===== config.mk =====
export PLATFORM = sky130hd
export DESIGN_NAME = ffba_ram
export DESIGN_NICKNAME = d
export VERILOG_FILES = /design/src/rtl/first_fit_byte_map_allocator_top_defines.svh /design/src/rtl/ffba_ram.sv
export SDC_FILE = /design/constraint.sdc
export NUM_CORES = 1
export LEC_CHECK = 0
export BUFFER_PORTS_ARGS = -buffer_cell sky130_fd_sc_hd__buf_2
export CAP_MARGIN = 20
export CORE_MARGIN = 2
export CORE_UTILIZATION = 35
export CTS_BUF_LIST = sky130_fd_sc_hd__clkbuf_8
export CTS_CLUSTER_DIAMETER = 200
export DETAILED_ROUTE_END_ITERATION = 6
export MAX_ROUTING_LAYER = met4
export SLEW_MARGIN = 0
export SYNTH_ARGS = -nofsm -noshare
export SYNTH_HDL_FRONTEND = slang
export SYNTH_SLANG_ARGS = --single-unit

===== constraint.sdc =====
create_clock -name i_clk -period 3 [get_ports i_clk]
set_clock_uncertainty 0.1 [all_clocks]
set_input_delay 0.6 -clock i_clk [delete_from_list [all_inputs] [get_ports i_clk]]
set_output_delay 0.6 -clock i_clk [all_outputs]
set_load 0.02 [all_outputs]

===== src/rtl/first_fit_byte_map_allocator_top_defines.svh =====
// Assertion macros for the first-fit allocator.
`ifndef FIRST_FIT_BYTE_MAP_ALLOCATOR_TOP_DEFINES_SVH
`define FIRST_FIT_BYTE_MAP_ALLOCATOR_TOP_DEFINES_SVH

`ifndef ASSERT_OFF
`define FFBA_ASSERT(lbl, clk, rstn, prop, msg) \
    lbl: assert property (@(posedge clk) disable iff (!rstn) prop) else $error(msg);
`define FFBA_ASSERT_ALWAYS(lbl, clk, prop, msg) \
    lbl: assert property (@(posedge clk) prop) else $error(msg);
`else
`define FFBA_ASSERT(lbl, clk, rstn, prop, msg)
`define FFBA_ASSERT_ALWAYS(lbl, clk, prop, msg)
`endif

`endif


===== src/rtl/ffba_ram.sv =====
// Generic single-write, single-read synchronous RAM with registered read data.
module ffba_ram #(
    parameter  int WIDTH = 1,
    parameter  int DEPTH = 1024,
    localparam int AW    = $clog2(DEPTH)
) (
    input  logic             i_clk,
    input  logic             i_we,
    input  logic [AW-1:0]    i_waddr,
    input  logic [WIDTH-1:0] i_wdata,
    input  logic [AW-1:0]    i_raddr,
    output logic [WIDTH-1:0] o_rdata
);

    logic [WIDTH-1:0] r_mem [DEPTH];
    logic [WIDTH-1:0] r_rdata;

    always_ff @(posedge i_clk) begin
        if (i_we) begin
            r_mem[i_waddr] <= i_wdata;
        end
        r_rdata <= r_mem[i_raddr];
    end

    assign o_rdata = r_rdata;

endmodule


==> flow_summary.ini, run 1 <==
[status]
outcome = finished clean

[global_routing]
overflow = 0
antenna_found_initial = 7
grt_pass1_vias = 27810
grt_pass1_wl_um = 191200
grt_max_degree = 166
track_usage = 0.2072

[power_and_ir_drop]
p_sw_mw = 6.889
share_seq_of_total_power = 0.542
total_power_mw = 29.08
internal_power_mw = 22.19
ir_drop_v = 0.0003421
p_per_area_mw_per_mm2 = 564.8
p_sw_frac = 0.2369
p_leak_nw = 15.98
p_clk_frac = 0.395
combinationalPowerShare = 0.063

[layout]
final_cells = 5104
drive_gt1_frac = 0.2256
syn2layout_area_growth_pct = 15.30
fillers = 11680
final_common_cell = nor2_1
layout_common_cells = nor2_1 (1036), edfxtp_1 (1024), buf_4 (257), mux4_2 (200), clkbuf_8 (176)
final_nets = 3328

[place]
place_congestion = 0.8265
hpwlAfterDp_um = 75160
place_inst = 4795
post-place-ws_ns = -0.8210
port_buffers = 23

[timing]
fin_hold_ws_ns = 0.07639
setup_slack_ns = 0.05240
setup_viol = 0
period_minus_slack_ns = 2.948
rsz0062_at_grt = no
fmax_ghz = 0.3393
min_period_over_period = 0.9825
slew_headroom = 0.2405
worst_pin_slew_ns = 1.137
drv_slew = 0
hold_viol = 0

[drt]
drc = 0
postRouteWirelength_um = 132500
drt_iter0_drc = 3808
via_per_inst = 5.512
ant_nets = 0
dr.pass1.iters = 5
wl_per_cell_um = 25.96
vias = 28130

[logic_synthesis]
syn_area_mm2 = 0.04466
synth_edf_count = 1024
ys_seq_area_frac = 0.6890
ys_types = 56
ys_seq_elements = 1025
synth-async-reset-ratio = 0
ys_warn_count = 0
syn_avg_cell_area_um2 = 14.35
synth_top_flop_cell = edfxtp_1
syn-num-nets = 3135
syn_inst = 3112

[worst_setup_path]
worstPathRequired_ns = 3.62
end_kind = flop
critPathMaxFanout = 19
cpMaxStageDelayCell = mux4_2
r2r_start = r_mem[927]
cp_common_cell = buf_4
reg2regPathDepth = 10
path_depth = 10
reg2reg_slack_ns = 0.12
path_buf_inv = 4
cpPeakStageDelay_ns = 0.51
reg2reg_to = o_rdata
cp-start-kind = input port
critPathLaunch = i_raddr[0]
path_class = input port to flop
crit_end = o_rdata
crit_arrival_ns = 3.57
cp_top_family = compound AO/OA/AOI/OAI gates
cp_cell_sequence = buf_8, buf_4, buf_4, mux4_2, a221oi_1, o211ai_1, and4_1, buf_4, nor4_2, o2111ai_1

[floorplan]
initial_utilization = 0.3515
die-area_mm2 = 0.1305
fp.dieW_um = 361.2
ios = 24
coreArea_mm2 = 0.1270
die_h_um = 361.2
placementRows = 131

[clock_tree]
cts_buffer_depth = 3
cts_tree = done
ctsHoldBuffers = 0
clkTransAtPathRegs_ns = 0.06
ctsRootBufferMaster = clkbuf_8
htree_levels = 4
clock_latency_ns = 0.88
cts_buffers = 170
cts.sink_count = 1025

[hold_path]
min_path_type = input port to flop

[job]
maxCapViolations = 0
repair_timing:
action | in CTS | in global routing
pin swaps | 0 | 1
setup endpoints to repair | 1 | 1
gates resized for setup | 1 | 1
setup buffers | 0 | 0
worst reg2reg max path: stages, from the launching register on:
cell and delay (ns):
edfxtp_1 0.36, mux4_2 0.46, a22oi_1 0.23, a21oi_1 0.15, a21oi_2 0.23, buf_4 0.15, o211ai_1 0.26, and4_1 0.28
buf_4 0.14, nor4_2 0.26, o2111ai_1 0.15
flip-flops by register name (all words and copies together) (netlist names):
signal and cells:
o_rdata 1, r_mem 1024
how the worst min path moves through the flow:
stage | start | to | cells after the start
after floorplan | i_wdata | r_mem[0] | 0
after global placement | i_wdata | r_mem[70] | 1
after detailed placement | r_mem[243] | o_rdata | 5
after CTS | i_wdata | r_mem[77] | 1
after global routing | i_wdata | r_mem[77] | 1
final | i_wdata | r_mem[77] | 1
cell type report:
| class | instances | area, µm² | area share |
|---|---|---|---|
| diodes | 2 | 5.005 | 0.00009720 |
| clock buffers | 176 | 2422 | 0.04704 |
| clock inverters | 131 | 674.4 | 0.01310 |
| inverters | 6 | 22.52 | 0.0004374 |
| multi-input cells | 1778 | 12560 | 0.2440 |
| flip-flops and latches | 1025 | 30770 | 0.5976 |
| well taps | 1662 | 2079 | 0.04039 |
| repair buffers | 324 | 2955 | 0.05740 |
kinds of logic (layout without fill, tap and decap cells):
kind of cell	after synthesis	after routing	share of synthesized area
and+or+nand+nor	1260	1260	0.1123
DFF	1025	1025	0.6890
muxes	340	340	0.1374
buffers and inverters	309	637	0.03298
AOI/OAI and AO/OA	178	178	0.02830
other	0	2	0
cell usage after synthesis, drive strengths merged, types with 3 or more instances:
cell	n	share of area
and3	4	0.00056
nor2	1036	0.087
buf	114	0.016
nor2b	11	0.0015
a22oi	17	0.0029
nand2b	8	0.0011
a22o	4	0.00078
nor3b	8	0.0013
a311oi	3	0.00059
and2	6	0.00084
clkbuf	189	0.016
mux2i	123	0.028
nand3	37	0.0041
inv	4	0.00034
o21ai	13	0.0015
nand4	10	0.0014
and3b	3	0.00059
nor4	5	0.00070
o221ai	49	0.0096
a21oi	37	0.0041
o22ai	28	0.0039
mux4	214	0.11
nand2	86	0.0072
a211oi	4	0.00067
nor3	37	0.0041
edfxtp	1024	0.69
a31oi	4	0.00056
a2111oi	6	0.0012
mux2	3	0.00076
metal layers:
metal  vias up  global-route usage  share of wire  routed length (µm)
met3       226             0.03586          0.083               10970
met2      1306              0.3261           0.48               63460
met5         -                   -              0                   0
met1     14680              0.2769           0.41               54920
met4         0             0.05891          0.024                3174
li1      11920                   -              -                   -
through the flow:
stage	util	TNS, ns	cell area [µm²]
6_report	0.4053	0	51490
5_1_grt	0.4053	0	51490
4_1_cts	0.4053	0	51480
3_5_place_dp	0.3809	-0.8210	48380
3_3_place_gp	0.3809	-0.8430	48380
2_1_floorplan	-	0	44660
power groups by stage:
stage               clock [mW]  combinational [mW]  sequential [mW]
floorplan                    0               0.912             16.1
global placement             0                1.80             16.1
detailed placement           0                1.81             16.1
CTS                       11.7                1.82             15.8
global route              12.3                1.92             15.8
finish                    11.5                1.83             15.8
No activity file was read; power rests on OpenSTA's default activity.
==> run 2, diff against run 1 <==
--- a/config.mk
+++ b/config.mk
@@ -8,11 +8,13 @@
 export BUFFER_PORTS_ARGS = -buffer_cell sky130_fd_sc_hd__buf_2
 export CAP_MARGIN = 20
 export CORE_MARGIN = 2
-export CORE_UTILIZATION = 35
+export CORE_UTILIZATION = 54
 export CTS_BUF_LIST = sky130_fd_sc_hd__clkbuf_8
 export CTS_CLUSTER_DIAMETER = 200
 export DETAILED_ROUTE_END_ITERATION = 6
 export MAX_ROUTING_LAYER = met4
+export PLACE_DENSITY = 0.72
+export SKIP_CTS_REPAIR_TIMING = 1
 export SLEW_MARGIN = 0
 export SYNTH_ARGS = -nofsm -noshare
 export SYNTH_HDL_FRONTEND = slang
==> flow_summary.ini, run 2 (synthesized netlist as in run 1, its figures left out) <==
[drt]
vias = 28450
postRouteWirelength_um = 124300
via_per_inst = 6.387
drt_iter0_drc = 4169
dr.pass1.iters = 6
ant_nets = 0
wl_per_cell_um = 27.91
drc = 0

[clock_tree]
cts_tree = done
ctsRootBufferMaster = clkbuf_8
clkTransAtPathRegs_ns = 0.06
cts_buffer_depth = 3
cts.sink_count = 1025
htree_levels = 4
clock_latency_ns = 0.84
cts_buffers = 162

[power_and_ir_drop]
p_per_area_mw_per_mm2 = 563.7
ir_drop_v = 0.0004250
total_power_mw = 28.32
p_leak_nw = 15.64

[layout]
fin_area_mm2 = 0.05024
final_common_cell = nor2_1
layout_common_cells = nor2_1 (1036), edfxtp_1 (1024), buf_4 (216), mux4_2 (200), clkbuf_8 (164)
final_nets = 3278
final_cells = 4455
largest_reg_flops = 1024
top_register = r_mem
utilization = 0.6128
syn2layout_area_growth_pct = 12.50
drive_gt1_frac = 0.2131

[place]
place_congestion = 0.8539
placedInstanceArea_mm2 = 0.04731
hpwlAfterDp_um = 70140
place_inst = 4161
port_buffers = 23

[floorplan]
die_h_um = 291.6
ios = 24
die-area_mm2 = 0.08501
initial_utilization = 0.5447
placementRows = 105
fp.dieW_um = 291.6
coreArea_mm2 = 0.08198

[worst_setup_path]
r2r_start = r_mem[258]
cp-start-kind = input port
crit_arrival_ns = 3.42
path_class = input port to flop
critPathMaxFanout = 33
worstPathRequired_ns = 3.57
end_kind = flop
critPathLaunch = i_raddr[1]

[global_routing]
overflow = 0
antenna_found_initial = 7
grt_pass1_wl_um = 180000
track_usage = 0.3014
grt_max_degree = 191
grt_pass1_vias = 28110

[timing]
setup_viol = 0
rsz0062_at_grt = no
fmax_ghz = 0.3509
worst_pin_slew_ns = 0.8344
min_period_over_period = 0.9500
slew_headroom = 0.4417
drv_slew = 0
hold_viol = 0
period_minus_slack_ns = 2.850

[hold_path]
min_from = i_wdata
min_path_type = input port to flop

[status]
outcome = finished clean

[job]
maxCapViolations = 0
run 2: changes by cell type in the layout (fill, tap and decap cells not counted), sizes merged:
cell | previous run | this run
inv | 77 | 73
clkinv | 55 | 50
bufinv | 3 | 2
buf | 324 | 282
clkinvlp | 2 | 5
clkbuf | 176 | 164
diode | 2 | 6
run 2: metrics by stage:
stage	setup TNS [ns]	setup slack, ns	hold WS (ns)
floorplan	0	0.02601	0.5989
global placement	-0.6456	-0.6456	0.9156
detailed placement	-0.7117	-0.7117	0.9170
CTS	0	0.1128	0.01209
global route	0	0.06022	0.05143
finish	0	0.1500	0.07221
run 2: area by class of cell:
type,count,area [µm²]
Clock buffer,164,2257
Inverter,6,22.52
Timing Repair Buffer,282,2628
Multi-Input combinational cell,1778,12570
Sequential cell,1025,30770
Fill cell,6078,31740
Clock inverter,124,640.6
Tap cell,1070,1339
Antenna cell,6,15.01
run 2: final timing paths:
check / endpoint / slack (ns) / cells past startpoint
min reg2reg: o_rdata / 1.14 / 6
min: r_mem[74] / 0.07 / 1
max reg2reg: o_rdata / 0.21 / 8
max: o_rdata / 0.15 / 9
run 2: report_power, final:
group / total (mW) / switching, mW / internal (mW)
clock network: 10.8 / 5.48 / 5.30
registers: 15.8 / 0.00911 / 15.8
logic: 1.76 / 1.09 / 0.669
total: 28.3 / 6.59 / 21.7
run 2: per-layer routing:
layer	track usage	share of wire	vias up
met5	-	0	-
met4	0.1349	0.047	0
met3	0.07360	0.12	418
met2	0.4732	0.48	1900
met1	0.3750	0.35	14320
li1	-	-	11820
run 2: worst max-delay path, cell delays in order:
cell       delay (ns)
buf_8            0.36
buf_4            0.49
mux4_2           0.37
mux4_2           0.52
a211oi_1         0.52
buf_4            0.20
nor2_1           0.09
o311ai_1         0.11
o2111ai_1        0.15
