===== src/rtl/first_fit_byte_map_allocator_top_defines.svh =====
// Assertion macros for the first-fit allocator.
`ifndef FIRST_FIT_BYTE_MAP_ALLOCATOR_TOP_DEFINES_SVH
`define FIRST_FIT_BYTE_MAP_ALLOCATOR_TOP_DEFINES_SVH

`ifndef ASSERT_OFF
`define FFBA_ASSERT(lbl, clk, rstn, prop, msg) \
    lbl: assert property (@(posedge clk) disable iff (!rstn) prop) else $error(msg);
`define FFBA_ASSERT_ALWAYS(lbl, clk, prop, msg) \
    lbl: assert property (@(posedge clk) prop) else $error(msg);
`else
`define FFBA_ASSERT(lbl, clk, rstn, prop, msg)
`define FFBA_ASSERT_ALWAYS(lbl, clk, prop, msg)
`endif

`endif


===== src/rtl/ffba_pkg.sv =====
// Shared constants and types of the first-fit allocator.
package ffba_pkg;

    localparam int HEAP_CELLS = 1024;
    localparam int ADDR_W     = $clog2(HEAP_CELLS);
    localparam int SIZE_W     = 11;
    localparam int IDX_W      = 10;
    localparam int STAT_W     = 2;
    localparam int CNT_W      = (ADDR_W + 1 > SIZE_W) ? ADDR_W + 1 : SIZE_W;

    typedef logic [STAT_W-1:0] t_status;

    localparam t_status ST_OK      = 2'd0;
    localparam t_status ST_NOROOM  = 2'd1;
    localparam t_status ST_BADFREE = 2'd2;

    localparam logic MODE_ALLOC = 1'b0;
    localparam logic MODE_FREE  = 1'b1;

    typedef struct packed {
        logic used;
        logic head;
    } t_cell;

    typedef struct packed {
        logic              cell_we;
        logic [ADDR_W-1:0] cell_waddr;
        t_cell             cell_wdata;
        logic              len_we;
        logic [ADDR_W-1:0] len_waddr;
        logic [SIZE_W-1:0] len_wdata;
        logic [ADDR_W-1:0] raddr;
    } t_mem_req;

endpackage


===== src/rtl/ffba_if.sv =====
// Request and response channel interfaces of the first-fit allocator.
interface ffba_req_if;
    import ffba_pkg::*;

    logic              valid;
    logic              ready;
    logic              mode;
    logic [SIZE_W-1:0] request_size;
    logic [IDX_W-1:0]  block_start;

    modport source (output valid, output mode, output request_size, output block_start,
                    input ready);
    modport sink (input valid, input mode, input request_size, input block_start,
                  output ready);
endinterface

interface ffba_rsp_if;
    import ffba_pkg::*;

    logic              valid;
    logic              ready;
    logic [STAT_W-1:0] status;
    logic [IDX_W-1:0]  base_index;

    modport source (output valid, output status, output base_index, input ready);
    modport sink (input valid, input status, input base_index, output ready);
endinterface


===== src/rtl/ffba_ctrl.sv =====
// Sequencer: clearing pass, first-fit scan, run marking and block release.
module ffba_ctrl (
    input  logic                     i_clk,
    input  logic                     i_rst_n,
    ffba_req_if.sink                 i_req,
    ffba_rsp_if.source               o_rsp,
    output ffba_pkg::t_mem_req       o_mem,
    input  ffba_pkg::t_cell          i_cell,
    input  logic [ffba_pkg::SIZE_W-1:0] i_len
);
    import ffba_pkg::*;

    typedef enum logic [6:0] {
        S_CLEAR    = 7'b0000001,
        S_IDLE     = 7'b0000010,
        S_SCAN     = 7'b0000100,
        S_MARK     = 7'b0001000,
        S_FREE_CHK = 7'b0010000,
        S_FREE_CLR = 7'b0100000,
        S_DONE     = 7'b1000000
    } t_state;

    localparam logic [ADDR_W-1:0] LAST_CELL = ADDR_W'(HEAP_CELLS - 1);

    t_state            r_state, n_state;
    logic [CNT_W-1:0]  r_ptr, n_ptr;
    logic [ADDR_W-1:0] r_chk, n_chk;
    logic              r_chk_v, n_chk_v;
    logic [CNT_W-1:0]  r_run, n_run;
    logic [CNT_W-1:0]  r_from, n_from;
    logic [CNT_W-1:0]  r_size, n_size;
    logic [ADDR_W-1:0] r_wptr, n_wptr;
    logic [CNT_W-1:0]  r_cnt, n_cnt;
    logic              r_first, n_first;
    t_status           r_status, n_status;
    logic [ADDR_W-1:0] r_start, n_start;
    logic              r_rsp_valid, n_rsp_valid;
    t_status           r_rsp_status, n_rsp_status;
    logic [IDX_W-1:0]  r_rsp_start, n_rsp_start;
    logic [CNT_W-1:0]  w_size_ext;
    logic [CNT_W-1:0]  w_idx_ext;
    logic [CNT_W-1:0]  w_run_inc;

    assign w_size_ext = CNT_W'(i_req.request_size);
    assign w_idx_ext  = CNT_W'(i_req.block_start);
    assign w_run_inc  = r_run + CNT_W'(1);

    always_comb begin
        n_state      = r_state;
        n_ptr        = r_ptr;
        n_chk        = r_chk;
        n_chk_v      = r_chk_v;
        n_run        = r_run;
        n_from       = r_from;
        n_size       = r_size;
        n_wptr       = r_wptr;
        n_cnt        = r_cnt;
        n_first      = r_first;
        n_status     = r_status;
        n_start      = r_start;
        n_rsp_valid  = r_rsp_valid;
        n_rsp_status = r_rsp_status;
        n_rsp_start  = r_rsp_start;
        o_mem        = '0;

        if (o_rsp.ready) begin
            n_rsp_valid = 1'b0;
        end

        case (r_state)
            S_CLEAR: begin
                o_mem.cell_we    = 1'b1;
                o_mem.cell_waddr = r_wptr;
                if (r_wptr == LAST_CELL) begin
                    n_state = S_IDLE;
                end else begin
                    n_wptr = r_wptr + ADDR_W'(1);
                end
            end
            S_IDLE: begin
                o_mem.raddr = ADDR_W'(i_req.block_start);
                if (i_req.valid) begin
                    if (i_req.mode == MODE_ALLOC) begin
                        if (w_size_ext == '0 || w_size_ext > CNT_W'(HEAP_CELLS)) begin
                            n_status = ST_NOROOM;
                            n_start  = '0;
                            n_state  = S_DONE;
                        end else begin
                            n_size  = w_size_ext;
                            n_ptr   = '0;
                            n_chk_v = 1'b0;
                            n_run   = '0;
                            n_from  = '0;
                            n_state = S_SCAN;
                        end
                    end else begin
                        if (w_idx_ext >= CNT_W'(HEAP_CELLS)) begin
                            n_status = ST_BADFREE;
                            n_start  = '0;
                            n_state  = S_DONE;
                        end else begin
                            n_wptr  = ADDR_W'(i_req.block_start);
                            n_state = S_FREE_CHK;
                        end
                    end
                end
            end
            S_SCAN: begin
                o_mem.raddr = r_ptr[ADDR_W-1:0];
                if (r_ptr < CNT_W'(HEAP_CELLS)) begin
                    n_ptr   = r_ptr + CNT_W'(1);
                    n_chk   = r_ptr[ADDR_W-1:0];
                    n_chk_v = 1'b1;
                end else begin
                    n_chk_v = 1'b0;
                end
                if (r_chk_v) begin
                    if (!i_cell.used && w_run_inc == r_size) begin
                        n_wptr  = ADDR_W'(r_from);
                        n_start = ADDR_W'(r_from);
                        n_cnt   = r_size;
                        n_first = 1'b1;
                        n_state = S_MARK;
                    end else begin
                        if (i_cell.used) begin
                            n_run  = '0;
                            n_from = CNT_W'(r_chk) + CNT_W'(1);
                        end else begin
                            n_run = w_run_inc;
                        end
                        if (r_chk == LAST_CELL) begin
                            n_status = ST_NOROOM;
                            n_start  = '0;
                            n_state  = S_DONE;
                        end
                    end
                end
            end
            S_MARK: begin
                o_mem.cell_we         = 1'b1;
                o_mem.cell_waddr      = r_wptr;
                o_mem.cell_wdata.used = 1'b1;
                o_mem.cell_wdata.head = r_first;
                o_mem.len_we          = r_first;
                o_mem.len_waddr       = r_wptr;
                o_mem.len_wdata       = SIZE_W'(r_size);
                n_first               = 1'b0;
                if (r_cnt == CNT_W'(1)) begin
                    n_status = ST_OK;
                    n_state  = S_DONE;
                end else begin
                    n_cnt  = r_cnt - CNT_W'(1);
                    n_wptr = r_wptr + ADDR_W'(1);
                end
            end
            S_FREE_CHK: begin
                if (i_cell.head) begin
                    n_cnt   = CNT_W'(i_len);
                    n_start = r_wptr;
                    n_state = S_FREE_CLR;
                end else begin
                    n_status = ST_BADFREE;
                    n_start  = '0;
                    n_state  = S_DONE;
                end
            end
            S_FREE_CLR: begin
                o_mem.cell_we    = 1'b1;
                o_mem.cell_waddr = r_wptr;
                if (r_cnt == CNT_W'(1) || r_wptr == LAST_CELL) begin
                    n_status = ST_OK;
                    n_state  = S_DONE;
                end else begin
                    n_cnt  = r_cnt - CNT_W'(1);
                    n_wptr = r_wptr + ADDR_W'(1);
                end
            end
            S_DONE: begin
                if (!r_rsp_valid || o_rsp.ready) begin
                    n_rsp_valid  = 1'b1;
                    n_rsp_status = r_status;
                    n_rsp_start  = IDX_W'(r_start);
                    n_state      = S_IDLE;
                end
            end
            default: begin
                n_state = S_CLEAR;
                n_wptr  = '0;
            end
        endcase
    end

    always_ff @(posedge i_clk) begin
        if (!i_rst_n) begin
            r_state     <= S_CLEAR;
            r_wptr      <= '0;
            r_chk_v     <= 1'b0;
            r_rsp_valid <= 1'b0;
        end else begin
            r_state     <= n_state;
            r_wptr      <= n_wptr;
            r_chk_v     <= n_chk_v;
            r_rsp_valid <= n_rsp_valid;
        end
    end

    always_ff @(posedge i_clk) begin
        r_ptr        <= n_ptr;
        r_chk        <= n_chk;
        r_run        <= n_run;
        r_from       <= n_from;
        r_size       <= n_size;
        r_cnt        <= n_cnt;
        r_first      <= n_first;
        r_status     <= n_status;
        r_start      <= n_start;
        r_rsp_status <= n_rsp_status;
        r_rsp_start  <= n_rsp_start;
    end

    assign i_req.ready      = (r_state == S_IDLE);
    assign o_rsp.valid      = r_rsp_valid;
    assign o_rsp.status     = r_rsp_status;
    assign o_rsp.base_index = r_rsp_start;

endmodule


===== src/flat_wrapper.sv =====
// flat-port wrapper written by rule: the top's interface ports become plain ports
module ffba_ctrl_flat import ffba_pkg::*;
  (i_clk, i_rst_n, o_mem, i_cell, i_len, i_req_valid, i_req_mode, i_req_request_size, i_req_block_start, i_req_ready, o_rsp_valid, o_rsp_status, o_rsp_base_index, o_rsp_ready);
  ffba_req_if i_req_i ();
  ffba_rsp_if o_rsp_i ();
  input  logic i_clk;
  input  logic i_rst_n;
  output ffba_pkg::t_mem_req o_mem;
  input  ffba_pkg::t_cell i_cell;
  input  logic [ffba_pkg::SIZE_W-1:0] i_len;
  input wire logic [$bits(i_req_i.valid)-1:0] i_req_valid;
  input wire logic [$bits(i_req_i.mode)-1:0] i_req_mode;
  input wire logic [$bits(i_req_i.request_size)-1:0] i_req_request_size;
  input wire logic [$bits(i_req_i.block_start)-1:0] i_req_block_start;
  output wire logic [$bits(i_req_i.ready)-1:0] i_req_ready;
  output wire logic [$bits(o_rsp_i.valid)-1:0] o_rsp_valid;
  output wire logic [$bits(o_rsp_i.status)-1:0] o_rsp_status;
  output wire logic [$bits(o_rsp_i.base_index)-1:0] o_rsp_base_index;
  input wire logic [$bits(o_rsp_i.ready)-1:0] o_rsp_ready;
  assign i_req_i.valid = i_req_valid;
  assign i_req_i.mode = i_req_mode;
  assign i_req_i.request_size = i_req_request_size;
  assign i_req_i.block_start = i_req_block_start;
  assign i_req_ready = i_req_i.ready;
  assign o_rsp_valid = o_rsp_i.valid;
  assign o_rsp_status = o_rsp_i.status;
  assign o_rsp_base_index = o_rsp_i.base_index;
  assign o_rsp_i.ready = o_rsp_ready;
  ffba_ctrl u_core (.i_clk(i_clk), .i_rst_n(i_rst_n), .i_req(i_req_i), .o_rsp(o_rsp_i), .o_mem(o_mem), .i_cell(i_cell), .i_len(i_len));
endmodule

===== config.mk =====
export PLATFORM = sky130hd
export DESIGN_NAME = ffba_ctrl_flat
export DESIGN_NICKNAME = d
export VERILOG_FILES = /design/src/rtl/first_fit_byte_map_allocator_top_defines.svh /design/src/rtl/ffba_pkg.sv /design/src/rtl/ffba_if.sv /design/src/rtl/ffba_ctrl.sv /design/src/flat_wrapper.sv
export SDC_FILE = /design/constraint.sdc
export NUM_CORES = 1
export LEC_CHECK = 0
export ABC_AREA = 1
export BUFFER_PORTS_ARGS = -buffer_cell sky130_fd_sc_hd__buf_2
export CORE_UTILIZATION = 40
export DETAILED_ROUTE_END_ITERATION = 8
export PLACE_DENSITY = 0.68
export SLEW_MARGIN = 20
export SYNTH_ARGS = -nofsm -noshare
export SYNTH_HDL_FRONTEND = slang
export SYNTH_SLANG_ARGS = --single-unit

===== constraint.sdc =====
create_clock -name i_clk -period 4.03 [get_ports i_clk]
set_input_delay 0.403 -clock i_clk [delete_from_list [all_inputs] [get_ports i_clk]]
set_output_delay 0.403 -clock i_clk [all_outputs]
set_load 0.02 [all_outputs]

==> out/metrics.csv <==
stage,metric,value,unit
global_routing,grt_pass1_wl,21900,um
synthesis,synth_cell_type_count,42,
global_routing,globalRouteOverflowTotal,0,
timing,maxSlewHeadroom,37.6,%
synthesis,synth.cell_area,5900,sq um
worst_setup_path,r2r_end,u_core.r_cnt[8]$_DFFE_PP_,
synthesis,yosysMostFrequentCell,nand2_1,
worst_setup_path,slowest_delay,0.72,ns
place,hpwl,10600,um
clock_tree,clk_pin_slew,0.08,ns
place,portBuffers,97,
clock_tree,cts_tree,built,
synthesis,synth_top_area_cell,edfxtp_1,
drt,vias_per_cell,5.00,
worst_setup_path,crit_arrival,3.11,ns
worst_setup_path,path_cells,nor2_1 > nand2_1 > inv_2 > nand4_4 > inv_2 > nor2_2 > nand2_1 > inv_1 > nand2_1 > o211ai_1 > nor2_1,
power_and_ir_drop,max-vdd-ir-drop,223,uV
flow_run,cap_viol_max_count,0,
clock_tree,h-tree-depth,3,
cells_and_area,fillCellCount,1445,
drt,routedWlPerCell,13.9,um
clock_tree,clk-insertion-delay-late,0.37,ns
place,dp_cells,984,
worst_hold_path,hold_depth,1,
drt,drc,0,
clock_tree,cts.sinks,108,
worst_setup_path,rr_worst_depth,11,
worst_setup_path,endpoint_kind,flop,
worst_setup_path,reg2reg_from,u_core.r_state[4]$_SDFFE_PN0P_,
synthesis,synthTopCellsByCount,"147 x nand2_1, 116 x inv_1, 109 x nor2_1",
timing,fmax,320,MHz
worst_setup_path,path_max_fanout,26,
synthesis,ys.warnings.count,0,
timing,worstMarginPinSlew,0.933,ns
synthesis,netlist_top_cells_area,"edfxtp_1 45%, nand2_1 9.4%, inv_1 7.4%",
synthesis,synth_edf_count,89,
worst_setup_path,slowest_stage,nor2_1,
worst_setup_path,cpMostUsedCell,nand2_1,
timing,setup_viol,0,
timing,final_max_slew_viol_count,0,
cells_and_area,layout.nets,856,
drt,vias,5004,
floorplan,dieHeight,123,um
cells_and_area,final_layout_size_suffix_gt1_share,18.1,%
timing,hold_viol,0,
worst_hold_path,min_from,i_req_request_size[2],
drt,ant_nets,0,
drt,first_iter_violations,315,
clock_tree,cts.repair.resized,0,
worst_setup_path,crit_family,simple AND/OR/NAND/NOR gates,
timing,period_needed,3.12,ns
drt,finalWirelength,13900,um
run_status,status,finished clean,
synthesis,synth_fp_nets,761,
clock_tree,cts_setup_buffers,0,
clock_tree,cts_inserted_buffers,9,
synthesis,async_reset_ff_share,0,%
global_routing,track_usage,19.2,%
synthesis,synthCells,716,
synthesis,synth_seq_area_share,51.7,%
worst_hold_path,min_to,u_core.r_size[2]$_DFFE_PP_,
worst_setup_path,worst_setup_path_start_kind,flop,
worst_hold_path,hold_class,in -> reg,
global_routing,grt_pass1_vias,4425,
clock_tree,hold_buffers,0,
cells_and_area,n_antenna_cell,0,
timing,rsz0062_at_grt,false,
worst_setup_path,crit_buf_inv,3,
worst_setup_path,required,4.02,ns
floorplan,core.rowCount,44,
floorplan,die_w,123,um
floorplan,die_area,15200,sq um
cells_and_area,area_delta_synth_final,16.5,%
power_and_ir_drop,powerDensity,437,nW/um^2
synthesis,syn_avg_cell_area,8.24,sq um
synthesis,synth_flop_cell,edfxtp_1,
clock_tree,cts_buffer_depth,2,
global_routing,grt_max_degree,27,
drt,drtPass1Iterations,5,
clock_tree,cts_root_buffer,clkbuf_16,
floorplan,coreArea,14500,sq um
timing,fin_skew,0.0101,ns
floorplan,initial_core_util,40.8,%
worst_setup_path,regToRegSetupSlack,0.91,ns
cells_and_area,stdcell_count,1000,
timing,min_period_over_period,77.5,%
synthesis,ys_ff_latch,108,
global_routing,grt_antenna_before_repair,0,
worst_setup_path,path_class,reg -> reg,
timing,finalSetupTns,0,ns
place,place.gp.congestion,0.838,
synthesis,synth_top_cell_area_share,45.3,%
floorplan,ios,98,
power_and_ir_drop,power_leakage,3.14,nW
## worst reg2reg max path: cells and delay by family (launching register included)
family	cells	cell delay, ns
buffers and inverters	3	0.44
and+or+nand+nor	7	1.85
AOI/OAI and AO/OA	1	0.11
DFF	1	0.35
## registers in the layout (all words and copies together) (netlist names)
name                     count
u_core.r_first               1
u_core.r_start              10
u_core.r_chk                10
u_core.r_from               10
u_core.r_state               7
u_core.r_chk_v               1
u_core.r_run                11
u_core.o_rsp.base_index     10
u_core.r_ptr                11
u_core.o_rsp.status          2
u_core.o_rsp.valid           1
u_core.r_status              2
u_core.r_cnt                11
u_core.r_size               11
u_core.r_wptr               10
## worst max-delay path by stage
stage                                               from                     endpoint  slack [ns]  cells after the start
final                     u_core.r_state[4]$_SDFFE_PN0P_    u_core.r_cnt[8]$_DFFE_PP_        0.91                     11
after global routing      u_core.r_state[4]$_SDFFE_PN0P_    u_core.r_cnt[8]$_DFFE_PP_        0.56                     11
after CTS                 u_core.r_state[4]$_SDFFE_PN0P_    u_core.r_cnt[9]$_DFFE_PP_        0.88                     11
after detailed placement  u_core.r_state[4]$_SDFFE_PN0P_    u_core.r_cnt[9]$_DFFE_PP_        0.90                     11
after global placement    u_core.r_state[4]$_SDFFE_PN0P_    u_core.r_cnt[9]$_DFFE_PP_        0.97                     11
after floorplan            u_core.r_run[0]$_SDFFCE_PP0P_  u_core.r_start[0]$_DFFE_PP_        1.40                     12
## per-stage QoR
stage | utilization [%] | setup WS [ns] | instance area (sq um) | hold WS, ns | total power, mW
floorplan | - | 1.40 | 5900 | 0.400 | 1.95
finish | 47.5 | 0.909 | 6880 | 0.226 | 3.01
global placement | 45.4 | 0.970 | 6570 | 0.402 | 2.12
CTS | 47.5 | 0.883 | 6880 | 0.217 | 3.02
detailed placement | 45.4 | 0.904 | 6570 | 0.405 | 2.13
global route | 47.5 | 0.562 | 6880 | 0.220 | 3.18
## layout make-up
| cell class | count | area [sq um] | area share, % |
|---|---|---|---|
| Sequential cell | 108 | 3050 | 44.4 |
| Clock buffer | 9 | 225 | 3.28 |
| Tap cell | 184 | 230 | 3.35 |
| Multi-Input combinational cell | 468 | 2300 | 33.5 |
| Timing Repair Buffer | 102 | 523 | 7.61 |
| Clock inverter | 7 | 85.1 | 1.24 |
| Inverter | 122 | 459 | 6.68 |
## per-layer routing
metal | share of wire, % | GRT usage [%]
met5 | 0 | 0
met4 | 2.2 | 7.08
met3 | 4.9 | 3.97
met2 | 46 | 30.4
met1 | 46 | 25.8
## report_power, final
group / switching [mW] / total, mW / internal, mW / leakage [nW]
Combinational: 0.478 / 0.691 / 0.213 / 2.01
Sequential: 0.0831 / 1.42 / 1.33 / 0.974
Clock: 0.456 / 0.898 / 0.442 / 0.146
## logic make-up (layout without fill, tap and decap cells)
kind of cell	after synthesis	count (layout)	synth area share, %
AOI/OAI and AO/OA	90	90	8.93
xor gates and xnor gates	6	6	0.891
and+or+nand+nor	366	366	27.9
buffers and inverters	140	240	9.27
adders and majority gates	6	6	1.27
DFF	108	108	51.7
## layout by cell type (no fill, tap or decap), drive strengths merged, types with 9 or more instances in the layout
master and instances:
o22ai 9, nand4 10, clkbuf 9, o21ai 33
nand2 149, nor2 117, dfxtp 19, edfxtp 89
nand3 57, nor3 13, buf 102, a21oi 22
inv 122
Note: power is estimated with default switching activity, not from simulation.
